[config.mk]
export PLATFORM = sky130hd
export DESIGN_NAME = mvm_mac
export DESIGN_NICKNAME = d
export VERILOG_FILES = /design/src/matrix_vector_multiply_macros.svh /design/src/mvm_pkg.sv /design/src/mvm_mac.sv
export SDC_FILE = /design/constraint.sdc
export NUM_CORES = 1
export LEC_CHECK = 0
export ABC_CLOCK_PERIOD_IN_PS = 10100
export BUFFER_PORTS_ARGS = -buffer_cell sky130_fd_sc_hd__buf_2
export CAP_MARGIN = 10
export CORE_ASPECT_RATIO = 0.6
export CORE_MARGIN = 4
export CORE_UTILIZATION = 53
export DETAILED_ROUTE_END_ITERATION = 16
export GPL_ROUTABILITY_DRIVEN = 0
export PLACE_DENSITY = 0.73
export SETUP_SLACK_MARGIN = 0.02
export SLEW_MARGIN = 20
export SYNTH_ARGS = -nofsm -noshare
export SYNTH_HDL_FRONTEND = slang
export SYNTH_SLANG_ARGS = --single-unit
[constraint.sdc]
create_clock -name clk_i -period 10.1 [get_ports clk_i]
set_input_delay 1.515 -clock clk_i [delete_from_list [all_inputs] [get_ports clk_i]]
set_output_delay 1.515 -clock clk_i [all_outputs]
set_load 0.02 [all_outputs]
[src/matrix_vector_multiply_macros.svh]
// Assertion macros for the matrix-vector multiply top level.
`ifndef MATRIX_VECTOR_MULTIPLY_MACROS_SVH
`define MATRIX_VECTOR_MULTIPLY_MACROS_SVH

// Clocked on clk_i, quiet while rst_ni is low.
`define MVM_ASSERT(name, prop, msg) \
  name: assert property (@(posedge clk_i) disable iff (!rst_ni) (prop)) else $error(msg);

// Clocked on clk_i, also checked during reset.
`define MVM_ASSERT_ALWAYS(name, prop, msg) \
  name: assert property (@(posedge clk_i) (prop)) else $error(msg);

`endif

[src/mvm_pkg.sv]
// Types, constants and helpers of the matrix-vector multiply block.
`default_nettype none
package mvm_pkg;

  localparam int MAX_ROWS = 16;
  localparam int MAX_COLS = 16;

  localparam int ROW_W   = (MAX_ROWS > 1) ? $clog2(MAX_ROWS) : 1;
  localparam int COL_W   = (MAX_COLS > 1) ? $clog2(MAX_COLS) : 1;
  localparam int WDEPTH  = MAX_ROWS * MAX_COLS;
  localparam int WADDR_W = (WDEPTH > 1) ? $clog2(WDEPTH) : 1;

  localparam int CFG_W    = 5;
  localparam int IDX_W    = 4;
  localparam int VAL_W    = 16;
  localparam int PROD_W   = 2 * VAL_W;
  localparam int ACC_W    = 40;

  localparam logic [CFG_W-1:0] CFG_RESET = CFG_W'(16);
  localparam logic [ACC_W-1:0] ACC_MAX   = {1'b0, {(ACC_W-1){1'b1}}};
  localparam logic [ACC_W-1:0] ACC_MIN   = {1'b1, {(ACC_W-1){1'b0}}};

  typedef enum logic [0:0] {
    REQ_WEIGHT = 1'b0,
    REQ_VECTOR = 1'b1
  } req_type_e;

  typedef enum logic [0:0] {
    CFG_ROWS = 1'b0,
    CFG_COLS = 1'b1
  } cfg_idx_e;

  typedef struct packed {
    logic                    req_type;
    logic [IDX_W-1:0]        row_index;
    logic [IDX_W-1:0]        col_index;
    logic signed [VAL_W-1:0] value;
  } req_t;

  typedef struct packed {
    logic [IDX_W-1:0]        result_row;
    logic signed [ACC_W-1:0] row_sum;
    logic                    last_row;
  } result_t;

  // One row operation handed from the sequencer to the MAC pipeline.
  typedef struct packed {
    logic             valid;
    logic [ROW_W-1:0] row;
    logic             emit;
    logic             last;
  } issue_t;

  // Index of the last row in use, register saturated to 1..MAX_ROWS.
  function automatic logic [ROW_W-1:0] rows_last(logic [CFG_W-1:0] r);
    if (r == '0) return '0;
    if (int'(r) > MAX_ROWS) return ROW_W'(MAX_ROWS - 1);
    return ROW_W'(int'(r) - 1);
  endfunction

  // Index of the last column in use, register saturated to 1..MAX_COLS.
  function automatic logic [COL_W-1:0] cols_last(logic [CFG_W-1:0] c);
    if (c == '0) return '0;
    if (int'(c) > MAX_COLS) return COL_W'(MAX_COLS - 1);
    return COL_W'(int'(c) - 1);
  endfunction

  function automatic logic [WADDR_W-1:0] w_addr(int unsigned r, int unsigned c);
    return WADDR_W'(r * MAX_COLS + c);
  endfunction

endpackage
`default_nettype wire

[src/mvm_mac.sv]
// Multiply-accumulate pipeline: product, saturating add, write-back and result output.
`default_nettype none
module mvm_mac (
  input  wire logic                          clk_i,
  input  wire logic                          rst_ni,
  input  wire mvm_pkg::issue_t               issue_i,
  input  wire logic signed [mvm_pkg::VAL_W-1:0] val_i,
  input  wire logic [mvm_pkg::VAL_W-1:0]     w_rdata_i,
  input  wire logic [mvm_pkg::ACC_W-1:0]     acc_rdata_i,
  output logic                               acc_we_o,
  output logic [mvm_pkg::ROW_W-1:0]          acc_waddr_o,
  output logic [mvm_pkg::ACC_W-1:0]          acc_wdata_o,
  output logic                               result_valid_o,
  output mvm_pkg::result_t                   result_o
);
  import mvm_pkg::*;

  issue_t                   s1_q, s2_q;
  logic signed [PROD_W-1:0] prod_d, prod_q;
  logic [ACC_W-1:0]         acc_d, acc_q;
  logic [MAX_ROWS-1:0]      vld_q;
  logic [ACC_W:0]           sum;
  logic [ACC_W-1:0]         sat;
  logic                     res_valid_q;
  result_t                  res_q;

  // Stage 1: weight and accumulator arrive from the RAMs.
  assign prod_d = $signed(w_rdata_i) * val_i;
  assign acc_d  = vld_q[s1_q.row] ? acc_rdata_i : '0;

  // Stage 2: exact add, clamp to the signed accumulator range.
  always_comb begin
    sum = {acc_q[ACC_W-1], acc_q} + {{(ACC_W+1-PROD_W){prod_q[PROD_W-1]}}, prod_q};
    sat = sum[ACC_W-1:0];
    if (sum[ACC_W] != sum[ACC_W-1]) begin
      sat = sum[ACC_W] ? ACC_MIN : ACC_MAX;
    end
  end

  assign acc_we_o    = s2_q.valid && !s2_q.emit;
  assign acc_waddr_o = s2_q.row;
  assign acc_wdata_o = sat;

  always_ff @(posedge clk_i or negedge rst_ni) begin
    if (!rst_ni) begin
      s1_q        <= '0;
      s2_q        <= '0;
      vld_q       <= '0;
      res_valid_q <= 1'b0;
    end else begin
      s1_q        <= issue_i;
      s2_q        <= s1_q;
      res_valid_q <= s2_q.valid && s2_q.emit;
      // Drop every accumulator once the final row of a run is out.
      if (s2_q.valid && s2_q.emit && s2_q.last) begin
        vld_q <= '0;
      end else if (acc_we_o) begin
        vld_q[s2_q.row] <= 1'b1;
      end
    end
  end

  always_ff @(posedge clk_i) begin
    prod_q           <= prod_d;
    acc_q            <= acc_d;
    res_q.result_row <= IDX_W'(s2_q.row);
    res_q.row_sum    <= sat;
    res_q.last_row   <= s2_q.last;
  end

  assign result_valid_o = res_valid_q;
  assign result_o       = res_q;

endmodule
`default_nettype wire

==> impl_metrics.ini, run 1 <==
[setup_path]
end_kind = register
critPathMostFrequentCell = fa_1
critical_path.max_stage_delay_ns = 0.62
cp.depth = 19
cp_data_arrival_time_ns = 8.06
crit_required_ns = 10.46
criticalPathCategory = in -> reg
crit_chain = buf_2 -> nand2_1 -> fa_1 -> fa_1 -> fa_1 -> fa_1 -> inv_1 -> fa_1 -> fa_1 -> ha_1 -> o21ai_0 -> o21ai_0 -> and3_1 -> a221oi_1 -> nor3_1 -> o41ai_1 -> o211ai_1 -> a21oi_1 -> xnor2_1
reg2reg_slack_ns = 6.42
critPathLaunchType = input port
r2r_cells = 11
crit_path_top_delay_cell = o41ai_1
critPathTopFamily = adder cells
critPathMaxFanout = 16
worst-path-buf-inv = 2

[die]
start_util_pct = 53.8
fp-row-count = 49
core_um2 = 30000
die_w_um = 233
io_pins = 172
die-area_um2 = 33400
die_h_um = 143

[timing]
max_freq_mhz = 130
fin_ws_ns = 2.40
slew-limit-headroom_pct = 43.6
fin_crit_ns = 7.70
hold_viol = 0
rsz0062_at_grt = no
skew_ns = 0.0142
final.setup.tns_ns = 0
tightest_slew_ns = 0.843
timing.final.crit_share_pct = 76.2
slew_viol_final = 0
final-setup-viol-count = 0

[synth]
synth_area_leaders = fa_1, dfxtp_1, ha_1
seq_area_frac_synth_pct = 19.3
async_reset_ff_share_pct = 20.9
synth_top_area_share_pct = 32.6
synthCells = 1713
ys_warn_count = 0
yosys-top-cells-count = inv_1, fa_1, and2_1
ys.flop_type = dfxtp_1
synth_area_per_cell_um2 = 9.42
yosysTopAreaCell = fa_1
synth_cell_type_count = 70
synth_most_common_cell = inv_1
synth_edf_count = 0
syn-cell-area_um2 = 16100
ys_ff_latch = 148
synth_nets = 2179

[cells_and_area]
final_layout_size_suffix_gt1_share_pct = 11.8
diodes = 0
fillCellCount = 2562
fin_nets = 2310
area.growth.synth_to_final_pct = 10.6
fin_area_um2 = 17800

[global_route]
grt.busiest_layer = met2
use_met1_pct = 33.8
grt_use_total_pct = 23.9
overflow = 0
met2_usage_pct = 38.0
antenna_found_initial = 0
grt_pass1_wl_mm = 63.4
gr-usage-met3_pct = 5.40
grt_max_degree = 41
grt_pass1_vias = 12900

[clocking]
cts_tree = done
htreeDepth = 4
cts.clk_slew.worst_paths_ns = 0.06
numCtsBuffers = 17
clock_sinks = 148
root_buffer = clkbuf_16
clk_latency_ns = 0.44
cts_resized = 0
cts_setup_buffers = 0
ctsLongestPathBuffers = 2
ctsHoldBuffers = 0

[place]
port_buffers = 171
placed_area_um2 = 17200
pre_cts_ws_ns = 2.05
dp_hpwl_mm = 30.4

[worst_hold_path]
hp-class = reg -> reg
holdPathStages = 0

[routing]
drc = 0
drt_first_pass_iters = 5
vias = 12000
via_per_inst = 5.29
postRouteWirelength_mm = 37.1
drtIter0Drc = 817
wire_per_inst_um = 16.4
ant_nets = 0

[outcome]
status = finished clean

[job]
max_cap_viol_count = 0
## worst register-to-register path: stages (launching register included)
cell,delay (ns)
dfxtp_1,0.31
ha_1,0.36
a21oi_1,0.25
o21ai_0,0.17
a221oi_1,0.48
o31ai_2,0.25
o2111ai_2,0.29
a31o_1,0.25
a21oi_2,0.11
nor3_4,0.52
buf_4,0.36
o21ai_0,0.20
## path summary, 6_finish.rpt
kind,to,from
worst min register to register,s2_q[0],s1_q[0]
max in group asynchronous,s1_q[3],rst_ni
worst max-delay path,prod_q[30],w_rdata_i[9]
worst max register to register,result_o[10],prod_q[10]
min in group asynchronous,acc_waddr_o[0],rst_ni
worst min-delay path,s2_q[0],s1_q[0]
## registers in the layout, summed over array words and instances (netlist names)
signal,count
result_o,45
acc_q,40
prod_q,32
vld_q,16
s1_q,7
acc_waddr_o,4
s2_q,3
result_valid_o,1
## per-stage QoR
| stage | std cells | utilization [%] | hold slack (ns) |
|---|---|---|---|
| floorplan | 1713 | - | 0.331 |
| global placement | 2233 | 57.5 | 0.333 |
| detailed placement | 2233 | 57.5 | 0.336 |
| CTS | 2265 | 59.5 | 0.351 |
| global route | 2265 | 59.5 | 0.370 |
| finish | 2265 | 59.5 | 0.348 |
## metal layers
| layer | vias to the layer above | routed length [um] |
|---|---|---|
| li1 | 5620 | - |
| met2 | 388 | 16900 |
| met5 | - | 0 |
| met3 | 44 | 2850 |
| met1 | 5932 | 16700 |
| met4 | 0 | 629 |
## kinds of logic (layout without fill, tap and decap cells)
kind of cell,count (synthesis),after routing,synth area share [%]
AND/OR/NAND/NOR,448,448,14.2
buffers and inverters,390,534,9.30
adder cells (fa/ha/maj),387,387,42.2
AO/OA/AOI/OAI,266,266,10.5
flip-flops,148,148,19.3
XOR/XNOR,69,69,3.75
multiplexers,5,5,0.698
## area by class of cell
type / count / area [um^2] / area share [%]
clock inverters: 12 / 144 / 0.806
multi-input cells: 1175 / 11500 / 64.5
repair buffers: 173 / 871 / 4.88
inverters: 329 / 1230 / 6.92
clock buffers: 20 / 457 / 2.56
well taps: 408 / 510 / 2.86
flip-flops and latches: 148 / 3120 / 17.5
## placed cells by master (no fill, tap or decap), types with 10 or more instances in the layout
cell type	Yosys	routed
a21oi_1	71	71
inv_1	329	329
a31oi_1	10	10
fa_1	263	263
and2_1	167	167
clkbuf_16	0	17
xnor2_1	47	47
nor2_1	53	53
o21ai_1	21	21
buf_2	2	171
ha_1	122	122
nand2_1	157	157
dfrtp_1	31	31
a21o_1	34	34
o21ai_0	52	52
xor2_1	22	22
o21a_1	16	16
nor3_1	12	12
dfxtp_1	117	117
Power of run 1 is not shown: default switching activity piles up to over one toggle a cycle in this logic, so the estimate is an artifact.
==> inputs of run 2 (changes only) <==
--- a/config.mk
+++ b/config.mk
@@ -5,7 +5,8 @@
 export SDC_FILE = /design/constraint.sdc
 export NUM_CORES = 1
 export LEC_CHECK = 0
-export ABC_CLOCK_PERIOD_IN_PS = 10100
+export ABC_AREA = 1
+export ABC_CLOCK_PERIOD_IN_PS = 6900
 export BUFFER_PORTS_ARGS = -buffer_cell sky130_fd_sc_hd__buf_2
 export CAP_MARGIN = 10
 export CORE_ASPECT_RATIO = 0.6
@@ -13,7 +14,7 @@
 export CORE_UTILIZATION = 53
 export DETAILED_ROUTE_END_ITERATION = 16
 export GPL_ROUTABILITY_DRIVEN = 0
-export PLACE_DENSITY = 0.73
+export PLACE_DENSITY = 0.75
 export SETUP_SLACK_MARGIN = 0.02
 export SLEW_MARGIN = 20
 export SYNTH_ARGS = -nofsm -noshare
==> constraint.sdc (replaced) <==
create_clock -name clk_i -period 6.9 [get_ports clk_i]
set_input_delay 1.035 -clock clk_i [delete_from_list [all_inputs] [get_ports clk_i]]
set_output_delay 1.035 -clock clk_i [all_outputs]
set_load 0.02 [all_outputs]
==> run 2 against run 1 <==
Compared with the run above:
- synthesized area up 9.6%
- critical path type unchanged
- clock skew fell by 0.0051 ns
- flip-flop and latch count did not move
- worst hold slack better by 0.015 ns
- register-to-register slack got worse by 2.8 ns
- utilization up 0.059 points
- synthesized cell count is 38% higher
- cell count grew 31%
- sequential share of layout area down 1.5 points
- final area is 9.1% higher
- via count rose by 26%
- critical path depth stayed put
==> impl_metrics.ini, run 2 <==
[setup_path]
r2r-start = prod_q[0]
cp_data_arrival_time_ns = 6.70
setup.worst_path.start = w_rdata_i[15]
criticalPathCategory = in -> reg
endpoint = prod_q[27]
r2r_end = result_o[1]
crit_required_ns = 7.26
critPathMaxFanout = 16
reg2reg_slack_ns = 3.64
end_kind = register
critPathLaunchType = input port
r2r_cells = 15

[worst_hold_path]
hold_start = s1_q[6]
hp-class = reg -> reg

[die]
start_util_pct = 54.1
die_w_um = 244
fp-row-count = 51
die-area_um2 = 36500
die_h_um = 150
io_pins = 172
core_um2 = 32700

[synth]
synthCells = 2368
synth_area_leaders = fa_1, nand2_1, dfxtp_1
synth_edf_count = 0
async_reset_ff_share_pct = 20.9
yosys-top-cells-count = nand2_1, inv_1, fa_1
synth_nets = 2834
synth_top_area_share_pct = 29.8
syn-cell-area_um2 = 17700
synth_cell_type_count = 39
ys_ff_latch = 148
seq_area_frac_synth_pct = 17.6
synth_area_per_cell_um2 = 7.47
yosysTopAreaCell = fa_1
ys_warn_count = 0
synth_most_common_cell = nand2_1
ys.flop_type = dfxtp_1

[timing]
timing.final.crit_share_pct = 91.9
slew_viol_final = 0
skew_ns = 0.00911
max_freq_mhz = 158
slew-limit-headroom_pct = 54.2
hold_viol = 0
rsz0062_at_grt = no
final.setup.tns_ns = 0
final-setup-viol-count = 0
tightest_slew_ns = 0.687
fin_crit_ns = 6.34

[global_route]
grt_use_total_pct = 27.0
grt_pass1_wl_mm = 78.6
grt_pass1_vias = 15700
overflow = 0
grt_max_degree = 41
antenna_found_initial = 1

[routing]
wl_met2_mm = 20.6
met1Wirelength_mm = 21.3
ant_nets = 0
wire_per_inst_um = 16.0
route.top_layer_used = met4
postRouteWirelength_mm = 47.2
drc = 0
drt_first_pass_iters = 6
met3WireLength_mm = 4.55
vias = 15100
drtIter0Drc = 1464
via_per_inst = 5.12

[clocking]
cts_setup_buffers = 0
cts.clk_slew.worst_paths_ns = 0.07
numCtsBuffers = 17
cts_resized = 0
ctsLongestPathBuffers = 2
cts_tree = done
clk_latency_ns = 0.44
htreeDepth = 4
root_buffer = clkbuf_16
ctsHoldBuffers = 0
clock_sinks = 148

[outcome]
status = finished clean

[cells_and_area]
largest_reg_flops = 45
area.growth.synth_to_final_pct = 10.1
final_layout_size_suffix_gt1_share_pct = 10.1
fillCellCount = 2969
fin_nets = 2961
final_cell_mix = nand2_1, inv_1, fa_1, buf_2, nor2_1
layout_commonest_cell = nand2_1

[job]
max_cap_viol_count = 0

[place]
port_buffers = 171
dp_hpwl_mm = 39.8
[run 2: cell count changes after synthesis, sizes merged, moves of 25 or more]
cell,before,now
and2,167,4
xnor2,47,21
nand3,8,55
a21o,34,9
nand2,157,641
inv,329,622
nor2,53,168
[run 2: how the worst min path moves through the flow]
stage / slack [ns] / cells after the start / end
after floorplan: 0.33 / 0 / s2_q[0]
after global placement: 0.34 / 0 / s2_q[6]
after detailed placement: 0.35 / 0 / s2_q[0]
after CTS: 0.36 / 0 / s2_q[6]
after global routing: 0.37 / 0 / s2_q[6]
final: 0.36 / 0 / s2_q[6]
[run 2: metrics by stage]
step	hold slack [ns]	setup slack (ns)	utilization, %	area [um^2]	instances
6_report	0.363	0.558	59.6	19500	2959
3_3_place_gp	0.340	0.243	57.8	18900	2926
4_1_cts	0.362	0.645	59.6	19500	2958
3_5_place_dp	0.346	0.201	57.8	18900	2926
5_1_grt	0.370	0.190	59.6	19500	2959
2_1_floorplan	0.331	0.637	-	17700	2368
[run 2: critical path, stage by stage]
cell and delay [ns]:
buf_2 0.30, nand2_1 0.16, inv_1 0.14, fa_1 0.55, fa_1 0.72, inv_1 0.12
fa_1 0.43, fa_1 0.54, inv_1 0.06, fa_1 0.54, inv_1 0.05, fa_1 0.47
inv_1 0.04, ha_1 0.33, nand2_1 0.15, nor3_1 0.35, nand3_1 0.12, o211ai_1 0.39
xor2_1 0.20
[run 2: layout make-up]
| class | instances | area (um^2) | area share [%] |
|---|---|---|---|
| Antenna cell | 1 | 2.50 | 0.0129 |
| Clock buffer | 18 | 439 | 2.26 |
| Clock inverter | 14 | 156 | 0.803 |
| Inverter | 622 | 2330 | 12.0 |
| Multi-Input combinational cell | 1520 | 11900 | 61.1 |
| Sequential cell | 148 | 3120 | 16.0 |
| Tap cell | 450 | 563 | 2.89 |
| Timing Repair Buffer | 186 | 968 | 4.97 |
[run 2: logic make-up (layout without fill, tap and decap cells)]
kind of cell,count (synthesis),in the layout,synth area share (%)
xor+xnor,56,56,2.77
simple gates,906,906,20.7
fa+ha+maj,385,385,38.4
flops,148,148,17.6
buf+inv,700,840,15.2
other cells,0,1,0
compound gates,173,173,5.38
[run 2: per-layer routing]
| metal | vias to the layer above | GRT usage (%) |
|---|---|---|
| li1 | 7147 | - |
| met1 | 7244 | 39.1 |
| met2 | 690 | 41.7 |
| met3 | 55 | 6.41 |
| met4 | 0 | 5.50 |
| met5 | - | 0 |
Power of run 2 is left out for the same reason.
