## src/matrix_vector_multiply_macros.svh

```systemverilog
// Assertion macros for the matrix-vector multiply top level.
`ifndef MATRIX_VECTOR_MULTIPLY_MACROS_SVH
`define MATRIX_VECTOR_MULTIPLY_MACROS_SVH

// Clocked on clk_i, quiet while rst_ni is low.
`define MVM_ASSERT(name, prop, msg) \
  name: assert property (@(posedge clk_i) disable iff (!rst_ni) (prop)) else $error(msg);

// Clocked on clk_i, also checked during reset.
`define MVM_ASSERT_ALWAYS(name, prop, msg) \
  name: assert property (@(posedge clk_i) (prop)) else $error(msg);

`endif

```

## src/mvm_pkg.sv

```systemverilog
// Types, constants and helpers of the matrix-vector multiply block.
`default_nettype none
package mvm_pkg;

  localparam int MAX_ROWS = 16;
  localparam int MAX_COLS = 16;

  localparam int ROW_W   = (MAX_ROWS > 1) ? $clog2(MAX_ROWS) : 1;
  localparam int COL_W   = (MAX_COLS > 1) ? $clog2(MAX_COLS) : 1;
  localparam int WDEPTH  = MAX_ROWS * MAX_COLS;
  localparam int WADDR_W = (WDEPTH > 1) ? $clog2(WDEPTH) : 1;

  localparam int CFG_W    = 5;
  localparam int IDX_W    = 4;
  localparam int VAL_W    = 16;
  localparam int PROD_W   = 2 * VAL_W;
  localparam int ACC_W    = 40;

  localparam logic [CFG_W-1:0] CFG_RESET = CFG_W'(16);
  localparam logic [ACC_W-1:0] ACC_MAX   = {1'b0, {(ACC_W-1){1'b1}}};
  localparam logic [ACC_W-1:0] ACC_MIN   = {1'b1, {(ACC_W-1){1'b0}}};

  typedef enum logic [0:0] {
    REQ_WEIGHT = 1'b0,
    REQ_VECTOR = 1'b1
  } req_type_e;

  typedef enum logic [0:0] {
    CFG_ROWS = 1'b0,
    CFG_COLS = 1'b1
  } cfg_idx_e;

  typedef struct packed {
    logic                    req_type;
    logic [IDX_W-1:0]        row_index;
    logic [IDX_W-1:0]        col_index;
    logic signed [VAL_W-1:0] value;
  } req_t;

  typedef struct packed {
    logic [IDX_W-1:0]        result_row;
    logic signed [ACC_W-1:0] row_sum;
    logic                    last_row;
  } result_t;

  // One row operation handed from the sequencer to the MAC pipeline.
  typedef struct packed {
    logic             valid;
    logic [ROW_W-1:0] row;
    logic             emit;
    logic             last;
  } issue_t;

  // Index of the last row in use, register saturated to 1..MAX_ROWS.
  function automatic logic [ROW_W-1:0] rows_last(logic [CFG_W-1:0] r);
    if (r == '0) return '0;
    if (int'(r) > MAX_ROWS) return ROW_W'(MAX_ROWS - 1);
    return ROW_W'(int'(r) - 1);
  endfunction

  // Index of the last column in use, register saturated to 1..MAX_COLS.
  function automatic logic [COL_W-1:0] cols_last(logic [CFG_W-1:0] c);
    if (c == '0) return '0;
    if (int'(c) > MAX_COLS) return COL_W'(MAX_COLS - 1);
    return COL_W'(int'(c) - 1);
  endfunction

  function automatic logic [WADDR_W-1:0] w_addr(int unsigned r, int unsigned c);
    return WADDR_W'(r * MAX_COLS + c);
  endfunction

endpackage
`default_nettype wire

```

## src/mvm_ctrl.sv

```systemverilog
// Sequencer: configuration registers, weight writes and row issue per vector element.
`default_nettype none
module mvm_ctrl (
  input  wire logic                           clk_i,
  input  wire logic                           rst_ni,
  input  wire logic                           start,
  output logic                                busy,
  input  wire mvm_pkg::req_t                  req_i,
  input  wire logic                           cfg_we_i,
  input  wire mvm_pkg::cfg_idx_e              cfg_idx_i,
  input  wire logic [mvm_pkg::CFG_W-1:0]      cfg_data_i,
  output logic                                w_we_o,
  output logic [mvm_pkg::WADDR_W-1:0]         w_waddr_o,
  output logic [mvm_pkg::VAL_W-1:0]           w_wdata_o,
  output logic [mvm_pkg::WADDR_W-1:0]         w_raddr_o,
  output mvm_pkg::issue_t                     issue_o,
  output logic signed [mvm_pkg::VAL_W-1:0]    val_o
);
  import mvm_pkg::*;

  typedef enum logic [3:0] {
    ST_IDLE  = 4'b0001,
    ST_RUN   = 4'b0010,
    ST_DRN1  = 4'b0100,
    ST_DRN2  = 4'b1000
  } state_e;

  state_e                  state_q, state_d;
  logic [CFG_W-1:0]        rows_q, cols_q;
  logic [ROW_W-1:0]        row_q, row_d;
  logic [ROW_W-1:0]        rlast_q;
  logic [IDX_W-1:0]        col_q;
  logic signed [VAL_W-1:0] val_q;
  logic                    emit_q;
  logic                    accept;
  logic                    vec_ok;
  logic [COL_W-1:0]        clast;

  assign busy   = (state_q != ST_IDLE);
  assign accept = start && !busy;
  assign clast  = cols_last(cols_q);
  assign vec_ok = (req_i.req_type == REQ_VECTOR) && (int'(req_i.col_index) <= int'(clast));

  always_ff @(posedge clk_i or negedge rst_ni) begin
    if (!rst_ni) begin
      rows_q <= CFG_RESET;
      cols_q <= CFG_RESET;
    end else if (cfg_we_i) begin
      unique case (cfg_idx_i)
        CFG_ROWS: rows_q <= cfg_data_i;
        CFG_COLS: cols_q <= cfg_data_i;
        default:  ;
      endcase
    end
  end

  // Weight writes land in the store at the accepting edge.
  assign w_we_o    = accept && (req_i.req_type == REQ_WEIGHT) &&
                     (int'(req_i.row_index) < MAX_ROWS) && (int'(req_i.col_index) < MAX_COLS);
  assign w_waddr_o = w_addr(int'(req_i.row_index), int'(req_i.col_index));
  assign w_wdata_o = req_i.value;
  assign w_raddr_o = w_addr(int'(row_q), int'(col_q));

  always_comb begin
    state_d = state_q;
    row_d   = row_q;
    unique case (state_q)
      ST_IDLE: begin
        if (accept && vec_ok) begin
          state_d = ST_RUN;
          row_d   = '0;
        end
      end
      ST_RUN: begin
        if (row_q == rlast_q) begin
          state_d = ST_DRN1;
        end else begin
          row_d = row_q + 1'b1;
        end
      end
      // Hold off the next item until the last row's write-back is done.
      ST_DRN1: state_d = ST_DRN2;
      ST_DRN2: state_d = ST_IDLE;
      default: state_d = ST_IDLE;
    endcase
  end

  always_ff @(posedge clk_i or negedge rst_ni) begin
    if (!rst_ni) begin
      state_q <= ST_IDLE;
      row_q   <= '0;
    end else begin
      state_q <= state_d;
      row_q   <= row_d;
    end
  end

  always_ff @(posedge clk_i) begin
    if (accept && vec_ok) begin
      col_q   <= req_i.col_index;
      val_q   <= req_i.value;
      emit_q  <= (int'(req_i.col_index) == int'(clast));
      rlast_q <= rows_last(rows_q);
    end
  end

  assign issue_o.valid = (state_q == ST_RUN);
  assign issue_o.row   = row_q;
  assign issue_o.emit  = emit_q;
  assign issue_o.last  = (row_q == rlast_q);
  assign val_o         = val_q;

endmodule
`default_nettype wire

```

## config.mk

```make
export PLATFORM = sky130hd
export DESIGN_NAME = mvm_ctrl
export DESIGN_NICKNAME = d
export VERILOG_FILES = /design/src/matrix_vector_multiply_macros.svh /design/src/mvm_pkg.sv /design/src/mvm_ctrl.sv
export SDC_FILE = /design/constraint.sdc
export NUM_CORES = 1
export LEC_CHECK = 0
export BUFFER_PORTS_ARGS = -buffer_cell sky130_fd_sc_hd__clkbuf_2
export CORE_MARGIN = 2
export CORE_UTILIZATION = 30
export CTS_CLUSTER_SIZE = 24
export DETAILED_ROUTE_END_ITERATION = 16
export SLEW_MARGIN = 20
export SYNTH_ARGS = -nofsm -noshare
export SYNTH_HDL_FRONTEND = slang
export SYNTH_SLANG_ARGS = --single-unit
```

## constraint.sdc

```tcl
create_clock -name clk_i -period 4.25 [get_ports clk_i]
set_clock_uncertainty 0.1 [all_clocks]
set_input_delay 0.425 -clock clk_i [delete_from_list [all_inputs] [get_ports clk_i]]
set_output_delay 0.425 -clock clk_i [all_outputs]
set_load 0.05 [all_outputs]
```

==> impl_results.md, run 1 <==
- Final design area excluding fillers: 2580 um2
- H-tree depth: 2
- Post-synthesis sequential area ratio: 56.5%
- Ant diodes: 0
- Initial antenna violation count: 0
- Post-Synthesis Cells: 174
- Cts bufs inserted: 5
- Hold Path Sink: val_o[0]
- Gpl congestion: 0.768
- CP Launch Point: cols_q[0]
- Clock Latency Late Sink: 0.29 ns
- Worst Tran Pin Value: 0.576 ns
- Reg2reg path depth: 12
- Initial Utilization: 31.2%
- First-pass GRT wire length: 6460 um
- Hpwl dp: 3260 um
- CTS tree: yes
- Number of routed nets with antenna violations: 0
- Largest net degree at the start of global routing: 19
- Hold crit path type: in -> reg
- Net switching power: 822 uW
- Final WL: 4140 um
- Final TNS setup: 0 ns
- Static Leak: 1.18 nW
- Overall power: 1.80 mW
- CP Launch Type: register
- Avg Inst Size Synth: 12.3 um2
- Clk pwr share: 17.6%
- Crit path DAT: 3.32 ns
- Io pins: 92
- Via count: 1470
- Die height: 88.3 um
- CP Capture Type: register
- Endpoints failing setup: 0
- Hold path depth: 1
- Main synth FF type: edfxtp_1
- Layout cell share with drive strength beyond 1: 47.5%
- DP Area: 2450 um2
- Fmax: 291 MHz
- Total core area: 6830 um2
- Async SR Flop Fraction: 41.9%
- Hold path start: req_i[0]
- Final-stage net count: 278
- Clock Tree Buf Depth: 2
- Max-Cap Viols: 0
- P per Cell Area: 700 nW/um2
- DIE WIDTH: 88.3 um
- WP buf/inv: 2
- Worst Path Max Fanout: 15
- R2r endpoint: rlast_q[1]
- Layout area overhead: 20.8%
- Run status: finished clean
- TritonCTS Sinks: 43
- CTS root buf: clkbuf_8
- Vias in the first global route: 1362
- Normalized max-slew margin: 61.4%
- Sequential power share: 37.4%
- Synth Register Bits: 43
- Syn. warnings: 0
- 1st-iter DRT viols: 84
- Max VDD drop: 270 uV
- Cell Rows: 30
- Number of remaining DRC errors: 0
- Routed length per instance: 12.5 um
- 1st-pass router iterations: 5
- Post-CTS Resized: 0
- Unique masters post-synth: 39
- Final slew viol count: 0
- RSZ-0062 raised after global routing: no
- Gate power share: 45.0%
- Final core utilization: 37.7%
- Final Hold Vio Count: 0
- Total GRT Usage: 10.9%
- Worst-path clk slew: 0.09 ns
- Fin crit share: 80.8%
- Fill cell count: 682
- Switch share: 45.5%
- Avg Vias per Cell: 4.43
- Post-Syn Area: 2130 um2
- Int Pwr: 982 uW
- Gr ovfl total: 0
- Crit path cell chain: inv_1 > ha_1 > nor2b_1 > and2_1 > maj3_1 > ha_1 > nor2b_1 > o211ai_1 > a21oi_1 > o21a_1 > nor2_2 > buf_4
- Syn Nets: 217
- Die ar.: 7800 um2
- Crit path max-delay family: simple AND/OR/NAND/NOR gates
- Minimum clock period: 3.43 ns
- Reg-to-reg slack, setup: 0.82 ns
- Worst path slowest cell: nor2_2
- PortBufs: 83
- CP max stage delay: 0.41 ns
- WP data required: 4.14 ns
- FF-to-FF Start: cols_q[0]
- Critical path type: reg -> reg
- WHS: 0.219 ns
- EDFF count, synth: 25
[area by class of cell]
class / instances / area (um2) / share of cell area (%)
multi-input combinational: 87 / 657 / 25.5
clock buffer: 5 / 68.8 / 2.67
inverter: 13 / 48.8 / 1.89
tap: 96 / 120 / 4.66
timing repair buffer: 85 / 433 / 16.8
clock inverter: 3 / 43.8 / 1.70
sequential: 43 / 1200 / 46.8
[worst max path at each step]
stage / cells past startpoint / endpoint
5_1_grt: 12 / rlast_q[0]
3_5_place_dp: 12 / val_o[10]
3_3_place_gp: 12 / val_o[10]
4_1_cts: 12 / val_o[5]
2_1_floorplan: 11 / col_q[0]
6_report: 12 / rlast_q[1]
[routing by layer]
metal / global-route usage (%) / share of wire [%] / routed length [um]
met1: 13.4 / 42 / 1750
met2: 17.8 / 48 / 1970
met3: 3.64 / 8.0 / 332
met4: 4.41 / 2.1 / 86
met5: 0 / 0 / 0
[registers in the layout (all words and copies together) (netlist names)]
signal   flops
rlast_q      4
emit_q       1
val_o       16
col_q        4
rows_q       5
state_q      4
row_q        4
cols_q       5
[stage by stage]
| step | std cells | setup WS (ns) |
|---|---|---|
| 2_1_floorplan | 174 | 0.526 |
| 3_3_place_gp | 323 | 0.889 |
| 3_5_place_dp | 323 | 0.782 |
| 4_1_cts | 332 | 0.775 |
| 5_1_grt | 332 | 0.571 |
| 6_report | 332 | 0.815 |
[repair_timing]
item | 4_1_cts | 5_1_grt
hold endpoints to repair | 9 | 0
buffers inserted | 0 | 0
hold buffers | 1 | 0
[cells in the final DEF (no fill, tap or decap), drive strengths merged, types with 2 or more instances in the layout]
master and instances:
a21oi 11, and2 2, clkbuf 88, clkinv 2, dfrtp 15, dfstp 3
edfxtp 25, ha 8, inv 13, mux2 7, nand2 10, nor2 8
nor2b 3, nor3 3, nor4b 3, o21ai 10, xnor2 4
[cell families after synthesis]
group | share of synthesized area, %
AO/OA/AOI/OAI | 9.97
XOR/XNOR | 1.64
adder cells (fa/ha/maj) | 5.16
buffers and inverters | 12.8
flip-flops | 56.5
multiplexers | 3.70
AND/OR/NAND/NOR | 10.2
[power by group through the flow]
| stage | registers [mW] | logic [mW] | clock network [mW] |
|---|---|---|---|
| 6_report | 0.675 | 0.812 | 0.317 |
| 5_1_grt | 0.693 | 0.870 | 0.346 |
| 4_1_cts | 0.677 | 0.822 | 0.328 |
| 3_5_place_dp | 0.686 | 0.818 | 0 |
| 3_3_place_gp | 0.681 | 0.813 | 0 |
| 2_1_floorplan | 0.941 | 0.401 | 0 |
[Yosys cell counts, types with 2 or more instances]
| cell type | count | area [um2] |
|---|---|---|
| mux2_2 | 7 | 78.8 |
| ha_1 | 8 | 100 |
| clkbuf_1 | 2 | 7.51 |
| o21ai_0 | 9 | 45.0 |
| nor2_1 | 8 | 30.0 |
| inv_1 | 13 | 48.8 |
| nand2_1 | 10 | 37.5 |
| nor4b_4 | 2 | 47.6 |
| nor3_1 | 3 | 15.0 |
| xnor2_1 | 4 | 35.0 |
| buf_4 | 29 | 218 |
| nor2b_1 | 3 | 18.8 |
| dfrtp_1 | 15 | 375 |
| dfstp_2 | 3 | 78.8 |
| edfxtp_1 | 25 | 751 |
| a21oi_1 | 10 | 50.1 |
No activity file was read; power rests on OpenSTA's default activity.
==> inputs of run 2 (changes only) <==
==> constraint.sdc (replaced) <==
create_clock -name clk_i -period 3.3 [get_ports clk_i]
set_clock_uncertainty 0.1 [all_clocks]
set_input_delay 0.33 -clock clk_i [delete_from_list [all_inputs] [get_ports clk_i]]
set_output_delay 0.33 -clock clk_i [all_outputs]
set_load 0.05 [all_outputs]
==> impl_results.md, run 2 (same netlist as run 1, synthesis figures left out) <==
- Vias in the first global route: 1324 (-2.8%)
- Max reg flops: 16 (unchanged)
- 1st-pass router iterations: 4 (-1)
- Hpwl dp: 3110 um (-4.5%)
- Worst Path Max Fanout: 21 (+6)
- Total core area: 6830 um2 (unchanged)
- Reg-to-reg slack, setup: 0.21 ns (-0.60 ns)
- Worst Tran Pin Value: 0.482 ns (-0.0937 ns)
- 1st-iter DRT viols: 33 (-61%)
- RSZ-0062 raised after global routing: no
- CP Launch Type: register
- Avg Vias per Cell: 4.35 (-1.7%)
- Hold Path Sink: val_o[2]
- Post-CTS Resized: 0 (unchanged)
- Fin crit share: 93.6% (+13 points)
- Hold path start: req_i[2]
- Final TNS setup: 0 ns (unchanged)
- Gpl congestion: 0.746 (-2.7%)
- Crit path DAT: 2.99 ns (-0.33 ns)
- Fmax: 324 MHz (+11%)
- Number of remaining DRC errors: 0 (unchanged)
- Die ar.: 7800 um2 (unchanged)
- TritonCTS Sinks: 43 (unchanged)
- Leading cell type in the layout, fill and taps excluded: clkbuf_2
- Fill cell count: 686 (+0.59%)
- Final WL: 3970 um (-4.2%)
- Clock Latency Late Sink: 0.29 ns (about the same)
- Gr ovfl total: 0 (unchanged)
- Clock Tree Buf Depth: 2 (unchanged)
- Hold crit path type: in -> reg
- Io pins: 92 (unchanged)
- Via count: 1453 (-1.2%)
- Normalized max-slew margin: 67.8% (+6.4 points)
- FF-to-FF Start: cols_q[0]
- Endpoints failing setup: 0 (unchanged)
- First-pass GRT wire length: 6270 um (-3.0%)
- H-tree depth: 2 (unchanged)
- CTS root buf: clkbuf_8
- Final Hold Vio Count: 0 (unchanged)
- Max VDD drop: 247 uV (-8.7%)
- P per Cell Area: 881 nW/um2 (+26%)
- Reg2reg path depth: 12 (unchanged)
- Final slew viol count: 0 (unchanged)
- Critical path type: reg -> reg
- Initial antenna violation count: 0 (unchanged)
- Final-stage net count: 280 (+0.72%)
- Cts bufs inserted: 5 (unchanged)
- CTS tree: yes
- R2r endpoint: val_o[9]
- Most frequent cells in the layout: 83 x clkbuf_2, 25 x edfxtp_1, 15 x dfrtp_1
- Minimum clock period: 3.09 ns (-0.347 ns)
- Layout cell share with drive strength beyond 1: 47.9% (+0.44 points)
- CP Capture Type: register
- Initial Utilization: 31.2% (unchanged)
- PortBufs: 83 (unchanged)
- Final core utilization: 37.8% (+0.13 points)
- Ant diodes: 0 (unchanged)
- Routed length per instance: 11.9 um (-4.8%)
- Worst-path clk slew: 0.08 ns (about the same)
- DIE WIDTH: 88.3 um (unchanged)
- Cell Rows: 30 (unchanged)
- Largest net degree at the start of global routing: 22 (+3)
- Hold path depth: 1 (unchanged)
- Total GRT Usage: 10.7% (-0.29 points)
- Static Leak: 1.17 nW (-0.31%)
- Number of routed nets with antenna violations: 0 (unchanged)
- Run status: finished clean
- WP data required: 3.20 ns (-0.94 ns)
- Die height: 88.3 um (unchanged)
- Layout area overhead: 21.2%
- Max-Cap Viols: 0 (unchanged)
run 2: metrics by stage:
| step | setup WS (ns) | power [mW] | hold slack [ns] | std cells | cell area [um2] |
|---|---|---|---|---|---|
| finish | 0.213 | 2.28 | 0.126 | 334 | 2580 |
| global route | 0.00898 | 2.42 | 0.109 | 334 | 2580 |
| CTS | 0.200 | 2.30 | 0.117 | 333 | 2580 |
| detailed placement | 0.209 | 1.97 | 0.215 | 324 | 2480 |
| global placement | 0.267 | 1.96 | 0.207 | 324 | 2480 |
| floorplan | 0.245 | 1.74 | -0.0656 | 174 | 2140 |
run 2: report_power, final:
group / total, mW / switching (mW) / internal, mW
Sequential: 0.867 / 0.0875 / 0.779
Combinational: 1.08 / 0.788 / 0.295
Clock: 0.329 / 0.182 / 0.147
run 2: layout make-up:
type / count / area, um2 / area share [%]
clock buffer: 5 / 68.8 / 2.66
clock inverter: 3 / 20.0 / 0.774
inverter: 13 / 48.8 / 1.89
multi-input combinational: 87 / 662 / 25.6
sequential: 43 / 1200 / 46.6
tap: 96 / 120 / 4.65
timing repair buffer: 87 / 460 / 17.8
run 2: per-layer routing:
metal	GRT usage, %	part of all wire, %	up-vias
met5	0	0	-
met4	5.10	1.9	0
met3	2.89	7.2	7
met2	17.6	47	67
met1	13.0	44	659
li1	-	-	720
run 2: worst max-delay path by stage:
stage	startpoint	to	slack [ns]	cells past startpoint
after floorplan	cols_q[0]	col_q[0]	0.25	11
after global placement	cols_q[0]	val_o[1]	0.27	12
after detailed placement	cols_q[0]	val_o[6]	0.21	12
after CTS	cols_q[0]	emit_q	0.20	12
after global routing	cols_q[0]	emit_q	0.009	12
final	cols_q[0]	val_o[9]	0.21	12
run 2: what timing repair did:
| action | in CTS | in global routing |
|---|---|---|
| hold buffers | 1 | 0 |
| hold endpoints to repair | 15 | 0 |
| endpoints found under the setup margin | 0 | 15 |
| setup buffers | 0 | 1 |
run 2: worst max-delay path: stages, from the launching register on:
cell and delay, ns:
dfrtp_1 0.40, inv_1 0.10, ha_1 0.21, nor2b_1 0.15, and2_1 0.17, maj3_1 0.36
ha_1 0.29, nor2b_1 0.13, o211ai_1 0.15, a21oi_1 0.13, o21a_1 0.24, nor2_4 0.17
buf_12 0.19
